## src/rtl/voc_dfm_pkg.sv

```systemverilog
// Shared constants and helpers for the VOC deframer and downmix block.
// No dependencies.
`default_nettype none
package voc_dfm_pkg;
    localparam int unsigned RATE_W = 20;
    localparam logic [RATE_W-1:0] RATE_NUM = 20'd1000000;
    localparam logic [15:0] VER_OFFSET = 16'h1234;
    localparam logic [15:0] VER_MASK   = 16'hFFFF;
    localparam logic [4:0]  HDR_LAST   = 5'd25;
    localparam logic [15:0] HDR_LEN    = 16'd26;
    localparam logic [4:0]  IDENT_LEN  = 5'd19;

    localparam logic [1:0] KIND_SAMPLE = 2'd0;
    localparam logic [1:0] KIND_FORMAT = 2'd1;
    localparam logic [1:0] KIND_END    = 2'd2;
    localparam logic [1:0] KIND_BAD    = 2'd3;

    localparam logic [7:0] BLK_END   = 8'd0;
    localparam logic [7:0] BLK_SND   = 8'd1;
    localparam logic [7:0] BLK_CONT  = 8'd2;
    localparam logic [7:0] BLK_SNDEX = 8'd9;

    function automatic logic [7:0] ident_char(input logic [4:0] idx);
        logic [7:0] c;
        case (idx)
            5'd0:  c = 8'h43;
            5'd1:  c = 8'h72;
            5'd2:  c = 8'h65;
            5'd3:  c = 8'h61;
            5'd4:  c = 8'h74;
            5'd5:  c = 8'h69;
            5'd6:  c = 8'h76;
            5'd7:  c = 8'h65;
            5'd8:  c = 8'h20;
            5'd9:  c = 8'h56;
            5'd10: c = 8'h6F;
            5'd11: c = 8'h69;
            5'd12: c = 8'h63;
            5'd13: c = 8'h65;
            5'd14: c = 8'h20;
            5'd15: c = 8'h46;
            5'd16: c = 8'h69;
            5'd17: c = 8'h6C;
            5'd18: c = 8'h65;
            default: c = 8'h00;
        endcase
        return c;
    endfunction
endpackage
`default_nettype wire

```

## src/rtl/voc_dfm_div.sv

```systemverilog
// Restoring divider: constant dividend over a 9-bit divisor, one quotient bit a cycle.
// Depends on voc_dfm_pkg.
`default_nettype none
module voc_dfm_div (
    input  wire logic                          clk,
    input  wire logic                          rst_n,
    input  wire logic                          start,
    input  wire logic [8:0]                    divisor,
    output logic                               done,
    output logic [voc_dfm_pkg::RATE_W-1:0]     quotient
);
    import voc_dfm_pkg::*;

    logic [4:0]        cnt_reg, cnt_next;
    logic              busy_reg, busy_next;
    logic              done_reg, done_next;
    logic [9:0]        rem_reg, rem_next;
    logic [8:0]        dvs_reg, dvs_next;
    logic [RATE_W-1:0] q_reg, q_next;
    logic [9:0]        trial;

    always_comb
    begin
        cnt_next  = cnt_reg;
        busy_next = busy_reg;
        done_next = 1'b0;
        rem_next  = rem_reg;
        dvs_next  = dvs_reg;
        q_next    = q_reg;
        trial     = {rem_reg[8:0], RATE_NUM[cnt_reg]};
        if (start)
        begin
            busy_next = 1'b1;
            cnt_next  = 5'(RATE_W - 1);
            rem_next  = '0;
            q_next    = '0;
            dvs_next  = divisor;
        end
        else if (busy_reg)
        begin
            if (trial >= {1'b0, dvs_reg})
            begin
                rem_next = trial - {1'b0, dvs_reg};
                q_next   = {q_reg[RATE_W-2:0], 1'b1};
            end
            else
            begin
                rem_next = trial;
                q_next   = {q_reg[RATE_W-2:0], 1'b0};
            end
            if (cnt_reg == '0)
            begin
                busy_next = 1'b0;
                done_next = 1'b1;
            end
            else
            begin
                cnt_next = cnt_reg - 5'd1;
            end
        end
    end

    always_ff @(posedge clk or negedge rst_n)
    begin
        if (!rst_n)
        begin
            cnt_reg  <= '0;
            busy_reg <= 1'b0;
            done_reg <= 1'b0;
        end
        else
        begin
            cnt_reg  <= cnt_next;
            busy_reg <= busy_next;
            done_reg <= done_next;
        end
    end

    always_ff @(posedge clk)
    begin
        rem_reg <= rem_next;
        dvs_reg <= dvs_next;
        q_reg   <= q_next;
    end

    assign done     = done_reg;
    assign quotient = q_reg;
endmodule
`default_nettype wire

```

## src/rtl/voc_block_deframer_downmix_core.sv

```systemverilog
// VOC byte-stream deframer with 8-bit mono downmix, top level.
// Depends on voc_dfm_pkg and voc_dfm_div.
//
// Usage: file bytes enter on the s_ channel, one per transaction; s_tuser
// marks the first byte of a new file and restarts the parser. Results leave
// on the m_ channel: m_tuser holds the kind (sample, format update, end of
// stream, bad header), m_tdata the sample and the current format.
// Each byte's result, where it has one, is registered the next cycle.
// A type 1 block's second sub-header byte starts the serial divider, which
// derives the rate from the first; s_tready is low until the format result is posted.
// A pending result blocks input: s_tready is low while m_tvalid is high and
// m_tready is low, so a stalled receiver holds the whole block.
// Reset clears the parser to the main header phase, the format to 8-bit
// mono at rate 0, and check_header to 1. cfg_wen writes check_header.
`default_nettype none
module voc_block_deframer_downmix_core (
    input  wire logic        clk,
    input  wire logic        rst_n,
    input  wire logic        cfg_wen,
    input  wire logic        cfg_wdata,    // check_header
    input  wire logic        s_tvalid,
    output logic             s_tready,
    input  wire logic [7:0]  s_tdata,      // data_byte
    input  wire logic        s_tuser,      // start_of_file
    output logic             m_tvalid,
    input  wire logic        m_tready,
    output logic [47:0]      m_tdata,      // sample, sample_rate, sample_bits, channel_count
    output logic [1:0]       m_tuser       // kind
);
    import voc_dfm_pkg::*;

    typedef enum logic [2:0] {
        ST_HEADER, ST_SKIP, ST_BLKHDR, ST_SUB, ST_DATA, ST_DONE, ST_DIV
    } state_t;

    state_t            st_reg, st_next;
    logic              chk_reg, chk_next;
    logic [4:0]        fbi_reg, fbi_next;
    logic [15:0]       ofs_reg, ofs_next;
    logic [15:0]       pver_reg, pver_next;
    logic [7:0]        cver_reg, cver_next;
    logic              idm_reg, idm_next;
    logic [7:0]        bk_reg, bk_next;
    logic [23:0]       bl_reg, bl_next;
    logic [RATE_W-1:0] rate_reg, rate_next;
    logic [7:0]        bits_reg, bits_next;
    logic [7:0]        ch_reg, ch_next;
    logic [7:0]        fb0_reg, fb0_next, fb1_reg, fb1_next, fb2_reg, fb2_next;
    logic [1:0]        fi_reg, fi_next;
    logic              ov_reg, ov_next;
    logic [1:0]        okind_reg, okind_next;
    logic [7:0]        osmp_reg, osmp_next;
    logic [RATE_W-1:0] orate_reg, orate_next;
    logic [7:0]        obits_reg, obits_next, och_reg, och_next;

    logic              accept, emit, div_start, div_done;
    logic [RATE_W-1:0] div_q;
    logic [7:0]        b;
    logic [15:0]       coded, dec;
    logic [2:0]        need;
    logic [16:0]       sum16;
    logic [8:0]        sum8;

    voc_dfm_div u_div (
        .clk      (clk),
        .rst_n    (rst_n),
        .start    (div_start),
        .divisor  (9'd256 - {1'b0, fb0_reg}),
        .done     (div_done),
        .quotient (div_q)
    );

    assign s_tready = (st_reg != ST_DIV) && (!ov_reg || m_tready);
    assign accept   = s_tvalid && s_tready;
    assign b        = s_tdata;

    always_comb
    begin
        st_next = st_reg; chk_next = chk_reg; fbi_next = fbi_reg; ofs_next = ofs_reg;
        pver_next = pver_reg; cver_next = cver_reg; idm_next = idm_reg; bk_next = bk_reg;
        bl_next = bl_reg; rate_next = rate_reg; bits_next = bits_reg; ch_next = ch_reg;
        fb0_next = fb0_reg; fb1_next = fb1_reg; fb2_next = fb2_reg; fi_next = fi_reg;
        ov_next = ov_reg && !m_tready;
        okind_next = okind_reg; osmp_next = osmp_reg;
        emit = 1'b0; div_start = 1'b0;
        coded = '0; dec = '0; need = 3'd1; sum16 = '0; sum8 = '0;
        if (cfg_wen)
            chk_next = cfg_wdata;
        if (st_reg == ST_DIV && div_done)
        begin
            rate_next = div_q;
            emit = 1'b1; okind_next = KIND_FORMAT; osmp_next = '0;
            fbi_next = '0; fi_next = '0;
            st_next = (bl_reg != '0) ? ST_DATA : ST_BLKHDR;
        end
        else if (accept)
        begin
            if (s_tuser)
            begin
                st_next = ST_HEADER; fbi_next = '0; ofs_next = '0; pver_next = '0;
                cver_next = '0; idm_next = 1'b1; bk_next = '0; bl_next = '0;
                rate_next = '0; bits_next = 8'd8; ch_next = 8'd1; fi_next = '0;
            end
            case (st_next)
                ST_HEADER:
                begin
                    if (fbi_next < IDENT_LEN && b != ident_char(fbi_next))
                        idm_next = 1'b0;
                    if (fbi_next == 5'd20) ofs_next[7:0]   = b;
                    if (fbi_next == 5'd21) ofs_next[15:8]  = b;
                    if (fbi_next == 5'd22) pver_next[7:0]  = b;
                    if (fbi_next == 5'd23) pver_next[15:8] = b;
                    if (fbi_next == 5'd24) cver_next       = b;
                    if (fbi_next == HDR_LAST)
                    begin
                        coded = {b, cver_next};
                        dec = (coded - VER_OFFSET) ^ VER_MASK;
                        if (chk_reg && (!idm_next || dec != pver_next))
                        begin
                            st_next = ST_DONE;
                            emit = 1'b1; okind_next = KIND_BAD; osmp_next = '0;
                        end
                        else
                        begin
                            bl_next = (ofs_next > HDR_LEN) ? 24'(ofs_next - HDR_LEN) : '0;
                            fbi_next = '0; fi_next = '0;
                            st_next = (bl_next != '0) ? ST_SKIP : ST_BLKHDR;
                        end
                    end
                    else
                    begin
                        fbi_next = fbi_next + 5'd1;
                    end
                end
                ST_SKIP:
                begin
                    if (bl_next != '0)
                        bl_next = bl_next - 24'd1;
                    if (bl_next == '0)
                    begin
                        fbi_next = '0; fi_next = '0; st_next = ST_BLKHDR;
                    end
                end
                ST_BLKHDR:
                begin
                    if (fbi_next == '0)
                    begin
                        bk_next = b;
                        if (b == BLK_END)
                        begin
                            st_next = ST_DONE;
                            emit = 1'b1; okind_next = KIND_END; osmp_next = '0;
                        end
                        else
                        begin
                            bl_next = '0; fbi_next = 5'd1;
                        end
                    end
                    else
                    begin
                        case (fbi_next[1:0])
                            2'd1:    bl_next[7:0]   = bl_next[7:0] | b;
                            2'd2:    bl_next[15:8]  = bl_next[15:8] | b;
                            default: bl_next[23:16] = bl_next[23:16] | b;
                        endcase
                        if (fbi_next >= 5'd3)
                        begin
                            if (bk_next == BLK_SND)
                            begin
                                bl_next = (bl_next > 24'd2) ? bl_next - 24'd2 : '0;
                                st_next = ST_SUB; fbi_next = '0;
                            end
                            else if (bk_next == BLK_SNDEX)
                            begin
                                bl_next = (bl_next > 24'd12) ? bl_next - 24'd12 : '0;
                                st_next = ST_SUB; fbi_next = '0;
                            end
                            else
                            begin
                                fbi_next = '0; fi_next = '0;
                                if (bl_next == '0)
                                    st_next = ST_BLKHDR;
                                else if (bk_next == BLK_CONT)
                                    st_next = ST_DATA;
                                else
                                    st_next = ST_SKIP;
                            end
                        end
                        else
                        begin
                            fbi_next = fbi_next + 5'd1;
                        end
                    end
                end
                ST_SUB:
                begin
                    if (bk_next == BLK_SND)
                    begin
                        if (fbi_next == '0)
                        begin
                            fb0_next = b; fbi_next = 5'd1;
                        end
                        else
                        begin
                            if (b == 8'd0)
                            begin
                                bits_next = 8'd8; ch_next = 8'd1;
                            end
                            div_start = 1'b1;
                            st_next = ST_DIV;
                        end
                    end
                    else
                    begin
                        if (fbi_next == 5'd0) rate_next = RATE_W'(b);
                        if (fbi_next == 5'd1) rate_next = RATE_W'({b, rate_next[7:0]});
                        if (fbi_next == 5'd4) bits_next = b;
                        if (fbi_next == 5'd5) ch_next = b;
                        if (fbi_next >= 5'd11)
                        begin
                            emit = 1'b1; okind_next = KIND_FORMAT; osmp_next = '0;
                            fbi_next = '0; fi_next = '0;
                            st_next = (bl_next != '0) ? ST_DATA : ST_BLKHDR;
                        end
                        else
                        begin
                            fbi_next = fbi_next + 5'd1;
                        end
                    end
                end
                ST_DATA:
                begin
                    need = (bits_next == 8'd8) ? 3'd1 : 3'd2;
                    if (ch_next != 8'd1)
                        need = {need[1:0], 1'b0};
                    if (bl_next != '0)
                        bl_next = bl_next - 24'd1;
                    sum8  = {1'b0, fb0_next} + {1'b0, b};
                    sum16 = {1'b0, fb1_next, fb0_next} + {1'b0, b, fb2_next};
                    if ({1'b0, fi_next} + 3'd1 >= need)
                    begin
                        emit = 1'b1; okind_next = KIND_SAMPLE;
                        if (need == 3'd1 || (need == 3'd2 && ch_next == 8'd1))
                            osmp_next = b;
                        else if (need == 3'd2)
                            osmp_next = sum8[8:1];
                        else
                            osmp_next = sum16[16:9];
                        fi_next = '0;
                    end
                    else if (fi_next < 2'd3)
                    begin
                        case (fi_next)
                            2'd0:    fb0_next = b;
                            2'd1:    fb1_next = b;
                            default: fb2_next = b;
                        endcase
                        fi_next = fi_next + 2'd1;
                    end
                    if (bl_next == '0)
                    begin
                        fbi_next = '0; fi_next = '0; st_next = ST_BLKHDR;
                    end
                end
                default:
                begin
                end
            endcase
        end
        if (emit)
            ov_next = 1'b1;
        orate_next = emit ? rate_next : orate_reg;
        obits_next = emit ? bits_next : obits_reg;
        och_next   = emit ? ch_next : och_reg;
    end

    always_ff @(posedge clk or negedge rst_n)
    begin
        if (!rst_n)
        begin
            st_reg <= ST_HEADER; chk_reg <= 1'b1; fbi_reg <= '0; ofs_reg <= '0;
            pver_reg <= '0; cver_reg <= '0; idm_reg <= 1'b1; bk_reg <= '0;
            bl_reg <= '0; rate_reg <= '0; bits_reg <= 8'd8; ch_reg <= 8'd1;
            fi_reg <= '0; ov_reg <= 1'b0;
        end
        else
        begin
            st_reg <= st_next; chk_reg <= chk_next; fbi_reg <= fbi_next; ofs_reg <= ofs_next;
            pver_reg <= pver_next; cver_reg <= cver_next; idm_reg <= idm_next;
            bk_reg <= bk_next; bl_reg <= bl_next; rate_reg <= rate_next;
            bits_reg <= bits_next; ch_reg <= ch_next; fi_reg <= fi_next; ov_reg <= ov_next;
        end
    end

    always_ff @(posedge clk)
    begin
        fb0_reg <= fb0_next; fb1_reg <= fb1_next; fb2_reg <= fb2_next;
        okind_reg <= okind_next; osmp_reg <= osmp_next; orate_reg <= orate_next;
        obits_reg <= obits_next; och_reg <= och_next;
    end

    assign m_tvalid = ov_reg;
    assign m_tuser  = okind_reg;
    assign m_tdata  = {4'd0, och_reg, obits_reg, orate_reg, osmp_reg};
endmodule
`default_nettype wire
```

## config.mk

```make
export PLATFORM = sky130hd
export DESIGN_NAME = voc_block_deframer_downmix_core
export DESIGN_NICKNAME = d
export VERILOG_FILES = /design/src/rtl/voc_dfm_pkg.sv /design/src/rtl/voc_dfm_div.sv /design/src/rtl/voc_block_deframer_downmix_core.sv
export SDC_FILE = /design/constraint.sdc
export NUM_CORES = 1
export LEC_CHECK = 0
export ABC_AREA = 1
export BUFFER_PORTS_ARGS = -buffer_cell sky130_fd_sc_hd__buf_4
export CORE_MARGIN = 2
export CORE_UTILIZATION = 40
export DETAILED_ROUTE_END_ITERATION = 8
export GPL_TIMING_DRIVEN = 0
export SYNTH_ARGS = -nofsm -noshare
export SYNTH_HDL_FRONTEND = slang
export SYNTH_SLANG_ARGS = --single-unit
```

## constraint.sdc

```tcl
create_clock -name clk -period 7.1 [get_ports clk]
set_input_delay 1.065 -clock clk [delete_from_list [all_inputs] [get_ports clk]]
set_output_delay 1.065 -clock clk [all_outputs]
set_load 0.01 [all_outputs]
```

# Word level (Yosys, flattened, before mapping)
# Memory sizes are Yosys's and may differ from the RTL's.
# Cells that the tools add are included.
# word_totals
register_bits,236
latch_bits,0
ram_bits,0
romBits,256
input_bits,15
out_inout_bits,52
elab_cells,354
memories,2
# mem_list
name,words,word_bits,rd,rd_clocked_by_memory_dff,wr,line_no,source
(name not given),32,7,1,0,0,voc_dfm_pkg.sv:25,case (idx)
(name not given),32,1,1,0,0,voc_dfm_div.sv:30,"trial = {rem_reg[8:0], RATE_NUM[cnt_reg]};"
# classes
n_addsub,13
n_mul,0
div,0
order_cmp,10
eq_ne,41
shift,0
n_mux,217
n_bitwise,7
reduce_logical,36
# ops
op,n
$mux 8,79
$mux 24,20
$mux 20,7
$pmux 24 s4,1
$mux 5,18
$mux 3,25
$logic_not 24->1,3
$reduce_bool 24->1,3
$mux 16,4
$mux 2,26
$pmux 8 s4,1
$eq 5x5->1 const B,6
$mux 1,29
$pmux 5 s5,1
$gt 24x2->1 const B,1
$gt 24x4->1 const B,1
$ne 2x2->1 const B,12
$or 8x8->8,3
$sub 24x1->24 const B,1
$sub 24x2->24 const B,1
$sub 24x4->24 const B,1
$add 16x16->17,1
$sub 16x5->17 const B,1
$eq 8x1->1 const B,2
52 further kinds,77

# Logic depth before layout (Yosys ltp)
# Gate-level depths: netlist of the first run.
# depth
depth_word,25
ltp_mapped,30
depth_no_buf,27

# Cells and area by module
# Synthesis of the first run repeated with hierarchy kept, for this count alone.
# unflattened
hier_cells,2826
area_unflattened_um2,18740.5
# by_module_without_submodules
module,instances,cells_each,area_each_um2,seq_area_each_um2
voc_block_deframer_downmix_core,1,2545,16438.3,5034.8
voc_dfm_div,1,281,2302.2,1026.0

# Worst setup path before layout of the first run
# OpenSTA, ideal clock, no wires.
# synth_path
kind,input-to-reg
start,input port s_tuser
end,"register obits_reg[0], enable pin"
setup_time_ps,394
t_arrival_ps,5152
required_time_ps,6706
slack_ps,1554
path_stages,24
path_buffers,6
cell_sequence,inv_4 -> buf_6 -> buf_6 -> buf_4 -> clkbuf_1 -> nand2_1 -> nand2_1 -> nor4_1 -> inv_1 -> ha_1 -> clkbuf_1 -> inv_2 -> ha_1 -> o21ai_0 -> nand2_1 -> a21oi_1 -> inv_1 -> nor2_1 -> inv_1 -> o21ai_0 -> nor4_4 -> nand2_4 -> buf_6 -> nand2_1
# synth_via
elab_chain_len,21
elab_cells_between_ends,79
cone_classes,2 x add/sub; 3 x order compare; 12 x eq/ne; 54 x mux; 1 x bitwise; 6 x reduce/logical; 1 x memory
# synth_rtl
element,line_no,source
"start, declared",voc_block_deframer_downmix_core.sv:24,"input wire logic s_tuser,"
$mux 5,voc_block_deframer_downmix_core.sv:98,if (s_tuser)
$mux 5,voc_block_deframer_downmix_core.sv:96,else if (accept)
$mux 5,voc_block_deframer_downmix_core.sv:89,if (st_reg == ST_DIV && div_done)
$mem_v2 32x7,-,
$mux 8,voc_block_deframer_downmix_core.sv:104,case (st_next)
$mux 8,voc_block_deframer_downmix_core.sv:96,
$mux 8,voc_block_deframer_downmix_core.sv:89,
$ne 8x8->1,voc_block_deframer_downmix_core.sv:107,if (fbi_next < IDENT_LEN && b != ident_char(fbi_next))
[6 not listed],-,
$logic_or 1x1->1,voc_block_deframer_downmix_core.sv:118,if (chk_reg && (!idm_next || dec != pver_next))
$logic_and 1x1->1,voc_block_deframer_downmix_core.sv:118,
$mux 1,voc_block_deframer_downmix_core.sv:118,
$mux 1,voc_block_deframer_downmix_core.sv:114,if (fbi_next == HDR_LAST)
$pmux 1 s4 *,voc_block_deframer_downmix_core.sv:104,
$mux 1 *,voc_block_deframer_downmix_core.sv:96,
$mux 1 *,voc_block_deframer_downmix_core.sv:89,
via emit,voc_block_deframer_downmix_core.sv:56,"logic accept, emit, div_start, div_done;"
"end signal, assigned",voc_block_deframer_downmix_core.sv:299,obits_reg <= obits_next; och_reg <= och_next;
"end, declared",voc_block_deframer_downmix_core.sv:54,"logic [7:0] obits_reg, obits_next, och_reg, och_next;"
# The timed path passes the listed nets; every way through them passes the cells marked *. The select of a mux whose other input is x is not followed.
# A chain may end at the register's enable or synchronous reset.

# Worst setup path in the final report of the first run
# layout_path
start,input port s_tuser
end,"register orate_reg[13], enable pin"
# layout_via
elab_chain_len,21
elab_cells_between_ends,79
cone_classes,2 x add/sub; 3 x order compare; 12 x eq/ne; 54 x mux; 1 x bitwise; 6 x reduce/logical; 1 x memory
# layout_rtl
element,line_no,source
$mux 5,voc_block_deframer_downmix_core.sv:98,
$mux 5,voc_block_deframer_downmix_core.sv:96,
$mux 5,voc_block_deframer_downmix_core.sv:89,
$mem_v2 32x7,-,
$mux 8,voc_block_deframer_downmix_core.sv:104,
$mux 8,voc_block_deframer_downmix_core.sv:96,
$mux 8,voc_block_deframer_downmix_core.sv:89,
$ne 8x8->1,voc_block_deframer_downmix_core.sv:107,
[6 not listed],-,
$logic_or 1x1->1,voc_block_deframer_downmix_core.sv:118,
$logic_and 1x1->1,voc_block_deframer_downmix_core.sv:118,
$mux 1,voc_block_deframer_downmix_core.sv:118,
$mux 1,voc_block_deframer_downmix_core.sv:114,
$pmux 1 s4 *,voc_block_deframer_downmix_core.sv:104,
$mux 1 *,voc_block_deframer_downmix_core.sv:96,
$mux 1 *,voc_block_deframer_downmix_core.sv:89,
via emit,voc_block_deframer_downmix_core.sv:56,
"end signal, assigned",voc_block_deframer_downmix_core.sv:298,okind_reg <= okind_next; osmp_reg <= osmp_next; orate_reg <= orate_next;
"end, declared",voc_block_deframer_downmix_core.sv:53,"logic [RATE_W-1:0] orate_reg, orate_next;"
# Marked as above.

==> results of run 1 <==
Yosys cell counts (4+ instances only):
library cell and instances:
nand2_1 668, inv_1 293, nor2_1 286, o21ai_0 235
nand3_1 196, a21oi_1 162, dfrtp_1 124, edfxtp_1 69
ha_1 62, clkbuf_1 60, dfxtp_1 39, nand4_1 37
o22ai_1 36, xor2_1 33, o211ai_1 32, nor3_1 26
buf_2 22, a22oi_1 20, o21ai_1 20, buf_4 15
nor4_1 15, a31oi_1 12, nand2_2 12, o221ai_1 12
xnor2_1 11, a211oi_1 10, buf_6 9, inv_2 9
nor2_2 9, nand3_2 8, clkinv_1 7, o31ai_1 6
or2_2 6, o2111ai_1 5, buf_1 4, dfstp_2 4
nand3b_1 4
worst min-delay path by stage:
| stage | endpoint | slack, ps | cells after the start |
|---|---|---|---|
| 5_1_grt | u_div.cnt_reg[3] | 440 | 1 |
| 3_3_place_gp | u_div.quotient[19] | 450 | 2 |
| 3_5_place_dp | u_div.quotient[19] | 450 | 2 |
| 4_1_cts | u_div.cnt_reg[3] | 420 | 1 |
| 2_1_floorplan | rate_reg[19] | 440 | 2 |
| 6_report | u_div.cnt_reg[3] | 410 | 1 |
cells in the final DEF (no fill, tap or decap), types with 5 or more instances in the layout:
cell	instances
dfxtp_1	39
nand2_1	667
clkbuf_1	69
nand3_2	8
clkbuf_8	5
nand4_1	37
nor3_1	26
o21ai_1	20
a31oi_1	12
o21ai_0	235
ha_1	62
o22ai_1	36
edfxtp_1	69
clkinv_1	7
nor2_2	9
or2_2	6
a211oi_1	10
dfrtp_1	124
nand3_1	196
buf_2	22
a22oi_1	20
o2111ai_1	5
a21oi_1	162
nor4_1	13
o31ai_1	6
xor2_1	33
o221ai_1	12
xnor2_1	11
inv_1	293
o211ai_1	32
inv_2	9
buf_6	10
clkbuf_16	29
nand2_2	13
buf_4	78
nor2_1	286
report_power, final:
part           switching (mW)  internal [mW]
combinational            2.65           1.13
sequential              0.232           1.80
clock                   0.623          0.846
layer usage:
layer | up-vias | global-route usage | share of wire
met5 | - | 0 | 0
met4 | 0 | 0.1266 | 0.045
met3 | 160 | 0.04643 | 0.076
li1 | 8962 | - | -
met1 | 9082 | 0.4200 | 0.42
met2 | 802 | 0.5095 | 0.45
per-stage QoR:
stage / hold slack (ps) / instances / util / worst slack, ps / setup TNS [ps]
finish: 409.4 / 3338 / 0.4535 / 545.3 / 0
global route: 439.9 / 3336 / 0.4534 / 180.5 / 0
CTS: 417.6 / 3336 / 0.4534 / 605.7 / 0
detailed placement: 455.0 / 3284 / 0.4326 / 3.265 / 0
global placement: 449.1 / 3281 / 0.4312 / -397.1 / -14140
floorplan: 439.9 / 2627 / - / 1554 / 0
cells by family after synthesis:
group / after synthesis / synth area share
adder cells (fa/ha/maj): 64 / 0.04592
XOR/XNOR: 44 / 0.02169
AO/OA/AOI/OAI: 573 / 0.1834
multiplexers: 1 / 0.0006338
buffers and inverters: 421 / 0.09768
AND/OR/NAND/NOR: 1284 / 0.3093
flip-flops: 236 / 0.3412
other: 1 / 0.0002111
cell type report:
cell class	instances	area, sq um
diodes	2	5.005
plain buffers	111	569.3
clock buffers	44	833.3
clock inverters	8	85.08
fillers	4598	24060
inverters	310	1166
multi-input cells	1970	9996
flip-flops and latches	236	6061
well taps	592	740.7
repair buffers	65	511.7
critical path: stages:
cell	delay [ps]
buf_4	150
buf_6	190
buf_6	210
buf_4	300
clkbuf_1	480
nor2_1	140
nor4_1	830
inv_1	120
ha_1	320
clkbuf_1	350
inv_2	200
ha_1	320
o21ai_0	70
nand2_1	60
a21oi_1	80
inv_1	60
nor2_1	40
inv_1	140
o21ai_0	160
nor4_4	480
nand2_4	140
buf_6	180
nand2_2	630
==> impl_metrics.json, run 1 <==
{
  "drt_iter0_drc": 1822,
  "dieHeight_microns": 214.7,
  "vdd_drop_max_mv": 0.2262,
  "placedInstanceArea_sq_mm": 0.01904,
  "slew_headroom": 0.1964,
  "gr-total-overflow": 0,
  "skew_ps": 25.85,
  "antenna_found_initial": 2,
  "drive_gt1_frac": 0.08309,
  "insertion_delay_ps": 590,
  "layout-area-overhead-vs-synth_pct": 12.40,
  "cts-htree-levels": 1,
  "place.gp.congestion": 1.021,
  "die_x_microns": 214.7,
  "r2r_start": "ch_reg[0]",
  "synth_top_area_frac": 0.1747,
  "worst_r2r_path_depth": 18,
  "final-setup-viol-count": 0,
  "arrival_ps": 6760,
  "grt_pass1_vias": 18040,
  "largest_reg_flops": 24,
  "ys_types": 67,
  "cts-buffers-inserted": 29,
  "cts-root-buf": "clkbuf_16",
  "yosys_warnings": 0,
  "path_clk_slew_ps": 60,
  "clock.fmax_ghz": 0.1526,
  "required_ps": 7300,
  "fp.dieArea_sq_mm": 0.04612,
  "cellLeakagePower_nw": 9.226,
  "p_total_mw": 7.275,
  "hold_buffers": 0,
  "grt_use_total": 0.3138,
  "path_max_fanout": 36,
  "fp.coreArea_sq_mm": 0.04403,
  "wirelength_mm": 73.45,
  "maxCapViolations": 0,
  "first_pass_iters": 6,
  "vias": 19010,
  "avgRoutedWirePerCell_microns": 22.00,
  "grt_pass1_wl_mm": 110.8,
  "fin_nets": 2802,
  "synth_area_leaders": "dfrtp_1 (17%), nand2_1 (14%), edfxtp_1 (12%), o21ai_0 (6.6%), inv_1 (6.2%)",
  "drc": 0,
  "synth_area_sq_mm": 0.01777,
  "io_buffer_count": 62,
  "grt_max_degree": 89,
  "power_density_mw_per_mm2": 364.3,
  "ys_ff_latch": 236,
  "start_util": 0.4035,
  "reg2reg_to": "orate_reg[13]",
  "rows": 77,
  "min_period_ps": 6555,
  "fin_crit_sh": 0.9232,
  "ys_seq_area_frac": 0.3412,
  "worst_pin_slew_ps": 1205,
  "cts_setup_buffers": 0,
  "dp_hpwl_mm": 55.64,
  "routed_via_density": 5.694,
  "ant_nets": 0,
  "rsz0062_at_grt": "no",
  "synth_edf_count": 69,
  "status": "finished clean",
  "endpoint": "orate_reg[13]",
  "io_pins": 67,
  "critPathLaunchType": "input port",
  "finalHoldViolations": 0,
  "endpoint_kind": "flop",
  "cts-resized-gates": 0,
  "yosysTopAreaCell": "dfrtp_1",
  "crit_type": "in2reg",
  "cts_tree": "done",
  "design_area_sq_mm": 0.01997,
  "clock-sinks": 236,
  "rrSetupSlack_ps": 1950,
  "async_flop_share": 0.5424,
  "netlist_instances": 2624,
  "clockBufferDepth": 3,
  "synthFlopType": "dfrtp_1",
  "worstHoldPathType": "in2async",
  "crit_path_start": "s_tuser",
  "syn_area_per_cell_sq_um": 6.770,
  "drv_slew": 0
}
Note: power is estimated with default switching activity, not from simulation.
==> run 2: changes to the inputs <==
- CORE_UTILIZATION: 40 -> 58
- PLACE_DENSITY: default -> 0.78
- clock period: 7.1 -> 5.8 ns (I/O delays scaled with it)
==> run 2 against run 1 <==
  * Non-clock buffer count increased by 2
  * Sequential power increased by 24%
  * Critical endpoint is now bl_reg[9]
  * Largest cell class unchanged
  * First-iteration DRC count increased by 32%
  * Register-to-register slack got worse by 1000 ps
==> impl_metrics.json, run 2 (same netlist as run 1, synthesis figures left out) <==
{
  "status": "finished clean",
  "fp.dieArea_sq_mm": 0.03205,
  "final_common_cell": "nand2_1",
  "rows": 64,
  "grt_use_total": 0.4268,
  "path_clk_slew_ps": 70,
  "rrSetupSlack_ps": 950,
  "arrival_ps": 5980,
  "avgRoutedWirePerCell_microns": 22.03,
  "cellLeakagePower_nw": 9.264,
  "final_cells": 3141,
  "drive_gt1_frac": 0.08637,
  "grt_pass1_vias": 18240,
  "power_density_mw_per_mm2": 454.3,
  "cts-htree-levels": 1,
  "endpoint_kind": "flop",
  "vias": 19650,
  "clock.fmax_ghz": 0.1802,
  "placedInstanceArea_sq_mm": 0.01880,
  "maxCapViolations": 0,
  "drc": 0,
  "die_x_microns": 179.0,
  "drv_slew": 0,
  "grt_max_degree": 97,
  "slew_headroom": 0.1567,
  "largest_reg_flops": 24,
  "layout-area-overhead-vs-synth_pct": 11.52,
  "antenna_found_initial": 0,
  "preCtsSetupSlack_ps": -1164,
  "finalHoldViolations": 0,
  "start_util": 0.5854,
  "r2r_start": "fbi_reg[1]",
  "place.gp.congestion": 1.084,
  "rsz0062_at_grt": "no",
  "cts-buffers-inserted": 27,
  "layout_common_cells": "nand2_1 (667), inv_1 (293), nor2_1 (285), o21ai_0 (235), nand3_1 (196)",
  "required_ps": 6230,
  "cts_tree": "done",
  "drt_iter0_drc": 2413,
  "crit_path_start": "s_tuser",
  "setup_tns_ps": 0,
  "hold_buffers": 0,
  "min_period_ps": 5548,
  "cts-root-buf": "clkbuf_16",
  "place_inst": 3088,
  "vdd_drop_max_mv": 0.3068,
  "io_buffer_count": 62,
  "setup_slack_ps": 252.0,
  "final-setup-viol-count": 0,
  "clockBufferDepth": 3,
  "dieHeight_microns": 179.0,
  "clock-sinks": 236,
  "insertion_delay_ps": 590,
  "routed_via_density": 6.255,
  "hold_ws_ps": 199.1,
  "skew_ps": 23.84,
  "io_pins": 67,
  "fill_cells": 2693,
  "critPathLaunchType": "input port",
  "worst_pin_slew_ps": 1265,
  "path_max_fanout": 10,
  "ant_nets": 0,
  "first_pass_iters": 6,
  "multi_input_area_sq_mm": 0.01003,
  "seqCellArea_sq_mm": 0.006061,
  "grt_pass1_wl_mm": 103.5,
  "dp_hpwl_mm": 50.53,
  "worstHoldPathType": "in2async",
  "wirelength_mm": 69.21,
  "fp.coreArea_sq_mm": 0.03035,
  "fin_crit_sh": 0.9566,
  "fin_nets": 2802,
  "design_area_sq_mm": 0.01981,
  "crit_type": "in2reg",
  "gr-total-overflow": 0,
  "utilization": 0.6528,
  "p_total_mw": 9.000
}
==> run 2: cell types whose count changed in the layout (fill, tap and decap cells not counted), sizes merged <==
| cell | previous run | this run |
|---|---|---|
| bufinv | 1 | 3 |
| diode | 2 | 1 |
| clkinvlp | 0 | 1 |
| clkbuf | 105 | 94 |
| clkinv | 11 | 16 |
| buf | 115 | 118 |
==> run 2: power breakdown <==
| part | internal, mW | switching [mW] |
|---|---|---|
| Combinational | 1.39 | 3.23 |
| Sequential | 2.20 | 0.305 |
| Clock | 1.08 | 0.791 |
| Total | 4.68 | 4.32 |
==> run 2: area by class of cell <==
| class | count | share of cell area |
|---|---|---|
| antenna | 1 | 0.0001263 |
| tap | 396 | 0.02501 |
| buffer | 110 | 0.02854 |
| sequential | 236 | 0.3059 |
| inverter | 310 | 0.05886 |
| clock inverter | 16 | 0.009599 |
| multi-input combinational | 1970 | 0.5064 |
| timing repair buffer | 68 | 0.02697 |
| clock buffer | 34 | 0.03859 |
==> run 2: layer usage <==
layer,wire [microns],global-route usage,vias up,share of wire
met2,30140,0.6607,1324,0.44
met5,0,0,-,0
met1,25750,0.5353,9045,0.37
li1,-,-,8979,-
met3,8398,0.1007,298,0.12
met4,4921,0.2700,0,0.071
==> run 2: timing repair <==
item / 4_1_cts / 5_1_grt
gates resized for setup: 3 / 3
buffers inserted: 0 / 3
pin swaps: 0 / 1
setup endpoints to repair: 36 / 36
==> run 2: final timing paths <==
path                                          to  cells after the start
worst max-delay path                   bl_reg[9]                     25
worst max register to register         bl_reg[9]                     20
min in group clk                    rate_reg[19]                      2
worst min register to register      rate_reg[19]                      2
worst min-delay path            u_div.cnt_reg[0]                      1
max in group asynchronous            pver_reg[5]                      2
==> run 2: critical path, stage by stage <==
cell,delay [ps]
buf_4,160
inv_4,100
buf_6,170
buf_6,180
buf_4,190
nand2_1,300
inv_1,220
ha_1,220
clkbuf_1,240
inv_1,320
o21ai_0,290
inv_1,160
nand2_1,110
nor2_1,220
nand2_1,110
nor2_1,240
nand2_1,120
o21ai_1,360
inv_1,230
nand2_1,110
o31ai_1,110
o21ai_0,420
o21ai_0,170
a21oi_1,210
a22oi_1,110
